===== config.mk =====
export PLATFORM = sky130hd
export DESIGN_NAME = fba_word_ram
export DESIGN_NICKNAME = d
export VERILOG_FILES = /design/src/fba_word_ram.sv
export SDC_FILE = /design/constraint.sdc
export NUM_CORES = 2
export LEC_CHECK = 0
export BUFFER_PORTS_ARGS = -buffer_cell sky130_fd_sc_hd__buf_2
export CAP_MARGIN = 20
export CORE_ASPECT_RATIO = 0.8
export CORE_UTILIZATION = 40
export DETAILED_ROUTE_END_ITERATION = 16
export PLACE_DENSITY_LB_ADDON = 0.12
export SLEW_MARGIN = 20
export SYNTH_ARGS = -nofsm -noshare
export SYNTH_HDL_FRONTEND = slang
export SYNTH_SLANG_ARGS = --single-unit
export TNS_END_PERCENT = 30

===== constraint.sdc =====
create_clock -name clk -period 4.4 [get_ports clk]
set_input_delay 0.44 -clock clk [delete_from_list [all_inputs] [get_ports clk]]
set_output_delay 0.44 -clock clk [all_outputs]
set_load 0.005 [all_outputs]

===== src/fba_word_ram.sv =====
`default_nettype none

module fba_word_ram #(
	parameter int WIDTH  = 32,
	parameter int DEPTH  = 128,
	parameter int ADDR_W = (DEPTH > 1) ? $clog2(DEPTH) : 1
) (
	input  logic              clk,
	input  logic              wr_en,
	input  logic [ADDR_W-1:0] wr_addr,
	input  logic [WIDTH-1:0]  wr_data,
	input  logic [ADDR_W-1:0] rd_addr,
	output logic [WIDTH-1:0]  rd_data
);

	logic [WIDTH-1:0] mem [DEPTH];

	always_ff @(posedge clk) begin
		if (wr_en) begin
			mem[wr_addr] <= wr_data;
		end
	end

	always_ff @(posedge clk) begin
		rd_data <= mem[rd_addr];
	end

endmodule

`default_nettype wire


# Word level (Yosys, flattened, before mapping)
# Memories as Yosys holds them, arrays and structs flattened. A register that Yosys moved wholly into a read port is not among the register bits.
# Cells that the tools add are included.
# word_totals
reg_bits	0
mem_bits_rw	4096
input_bits	48
output_inout_bits	32
wordCells	3
n_memories	1
# memory_table
name	depth	width	rd	rd_clocked_by_memory_dff	wr	line_no	source
mem	128	32	1	1	1	16	logic [WIDTH-1:0] mem [DEPTH];
# classes
n_mux	2
# ops
cell	n
$mux 1	2

# Logic depth before layout (Yosys ltp)
# logic_depth
ltp_word	2
depth_mapped	8
mapped_depth_nobuf	4

# Worst setup path after synthesis
# OpenSTA, ideal clock, no wires.
# synth_timing
kind	input-to-reg
start	input port wr_en
end	memory mem[98][0], enable pin
setup_ps	461
arrival_time_ps	3218
t_required_ps	3939
setup_slack_ps	721
stages	3
n_path_buf	1
cell_sequence	clkbuf_1 -> nand4_1 -> nor3_1
# synth_between
elab_chain_len	2
# synth_lines
element	line_no	source
start: declaration	9	input logic wr_en,
$mux 1	19	if (wr_en) begin
$mux 1 (not written as such)	20	mem[wr_addr] <= wr_data;
end: declaration	16	
# Every way passes these cells.

==> flow_summary.yaml <==
power_and_ir_drop:
  peakVddDrop_uv: 356
  power_density_nw_per_um2: 463
  leakagePower_nw: 55.2
critical_path:
  crit_top_cell: "mux4_2"
  cp_cell_sequence: "buf_12 > buf_12 > buf_4 > buf_4 > mux4_2 > mux4_2 > mux4_2 > mux2_2"
  max_stage_delay_ps: 680
  cp-start-kind: "input port"
  critical_path_class: "in2reg"
  cp_slowest_cell: "mux4_2"
  cp_data_required_time_ps: 5280
  crit_arrival_ps: 3820
  path_max_fanout: 18
  endpoint_kind: "register"
timing:
  fin_ws_ps: 1450
  finalMaxSlewViolations: 0
  setup_viol: 0
  rsz0062_at_grt: "false"
  period_share_pct: 66.9
  fin_tns_setup_ps: 0
  tightestPinTransition_ps: 1170
  hold_viol: 0
  relSlewSlack_pct: 22.3
  skew_ps: 51.6
  max_freq_mhz: 339
  min_period_ps: 2950
placed_design:
  place.gp.congestion: 0.782
  dp_hpwl_mm: 244
  placed_area_um2: 167000
  dpl_worst_slack_ps: 423
  numPortBuffers: 79
  dp_cells: 11235
routing:
  drc: 0
  wire_per_inst_um: 37.0
  routed_wl_mm: 445
  vias_per_cell: 5.96
  vias: 71705
  ant_nets: 0
  drt_pass1_iterations: 5
  drtIter0Drc: 9575
clocking:
  root_buffer: "clkbuf_16"
  clkLatencyLatePin_ps: 990
  post_cts_resized: 0
  cts_buffer_depth: 4
  tritoncts: "done"
  cts_sinks: 4128
  h-tree-depth: 5
  clkTransAtPathRegs_ps: 60
  cts_made_buffers: 415
logic_synthesis:
  synth_nets: 6038
  synth-seq-area-share_pct: 79.1
  synth_seq_cells: 4128
  synth_cell_types: 17
  synthTopCellsByArea: "edfxtp_1 79%, mux4_2 19%, clkbuf_1 0.44%"
  synth-warning-count: 0
  netlist_instances: 5990
  yosys.area.top_type_share_pct: 78.7
  syn_area_per_cell_um2: 26.1
  yosys.area.top_type: "edfxtp_1"
  syn_area_um2: 156000
layout:
  drive_gt1_share_pct: 36.7
  final_common_cell: "edfxtp_1"
  nNetsFinal: 6565
  stdcell_count: 12041
  syn_to_final_growth_pct: 15.8
  final_cell_mix: "4096 x edfxtp_1, 1344 x mux4_2, 422 x clkbuf_16"
  fill_cells: 31457
  regArea_um2: 124000
  multi_input_area_um2: 32300
  stdcell_area_um2: 181000
floorplanning:
  start_util_pct: 40.3
  dieArea_um2: 393000
  core_area_um2: 387000
  die_w_um: 701
  fp-row-count: 204
  die_height_um: 561
  ioPinCount: 80
outcome:
  status: "complete, no violations"
job:
  max_cap_violations: 0
global_routing:
  grt_overflow: 0
  grt_pass1_vias: 72068
  antenna_found_initial: 84
  grt_start_max_net_pins: 129
  grt_pass1_wl_mm: 610
  grt_usage_pct: 22.6
hold_path:
  min_path_type: "in2reg"
-- kinds of logic after synthesis --
kind of cell | after synthesis | share of synthesized area [%]
buffers and inverters | 316 | 0.839
muxes | 1376 | 19.6
DFF | 4128 | 79.1
and+or+nand+nor | 170 | 0.446
-- layer usage --
| layer | wire (µm) | part of all wire, % | track usage (%) | up-vias |
|---|---|---|---|---|
| met4 | 8320 | 1.9 | 4.36 | 16 |
| li1 | - | - | - | 27566 |
| met1 | 201000 | 45 | 35.3 | 40647 |
| met5 | 99 | 0.022 | 0 | - |
| met2 | 201000 | 45 | 33.6 | 2978 |
| met3 | 35400 | 8.0 | 3.94 | 498 |
-- per-stage QoR --
step | hold slack (ps) | total power, mW | util, %
final | 36.5 | 83.8 | 46.7
after global routing | 30.6 | 86.1 | 46.7
after CTS | 28.5 | 84.5 | 46.6
after detailed placement | 771 | 48.9 | 43.1
after global placement | 758 | 48.8 | 43.1
after floorplan | 539 | 46.4 | -
-- Yosys cell counts --
| master | instances |
|---|---|
| mux4_2 | 1344 |
| buf_2 | 79 |
| clkbuf_1 | 182 |
| buf_4 | 3 |
| dfxtp_1 | 32 |
| nand4_1 | 3 |
| mux2_2 | 32 |
| or3_1 | 1 |
| nor2_1 | 122 |
| nor2b_1 | 7 |
| nor3_1 | 9 |
| buf_1 | 50 |
| edfxtp_1 | 4096 |
| buf_6 | 2 |
| nand2_1 | 14 |
| nand3_1 | 12 |
| nand2b_1 | 2 |
-- path summary, 6_finish.rpt --
path,from,end,slack (ps),cells after the start
setup / recovery,rd_addr[0],rd_data[25],1450,8
hold / removal,wr_data[27],mem[117][27],40,1
setup reg to reg,mem[55][11],rd_data[11],1730,4
hold reg to reg,mem[93][19],rd_data[19],1120,4
-- what timing repair did --
item                                    CTS  global route
hold buffers                              7             4
hold endpoints to repair                184            68
endpoints found under the setup margin    0             0
setup buffers                             0             0
-- layout make-up --
cell class,count,area share (%)
flip-flops and latches,4128,68.3
repair buffers,426,2.67
multi-input cells,1546,17.8
clock inverters,252,1.46
well taps,5150,3.56
diodes,25,0.0346
clock buffers,514,6.09
-- registers in the layout, indices dropped and copies added (netlist names) --
register / flops
rd_data: 32
mem: 4096
-- worst max-delay path, delay by kind of cell --
kind,cells,cell delay [ps]
mux,4,2060
buf+inv,4,1210
-- where the power goes --
part	switching, mW	total, mW	internal [mW]	leakage [nW]
clock	15.2	35.8	20.6	6.67
combinational	2.77	4.44	1.68	11.4
sequential	0.153	43.6	43.4	37.1
Power figures use the tool's default switching activity.
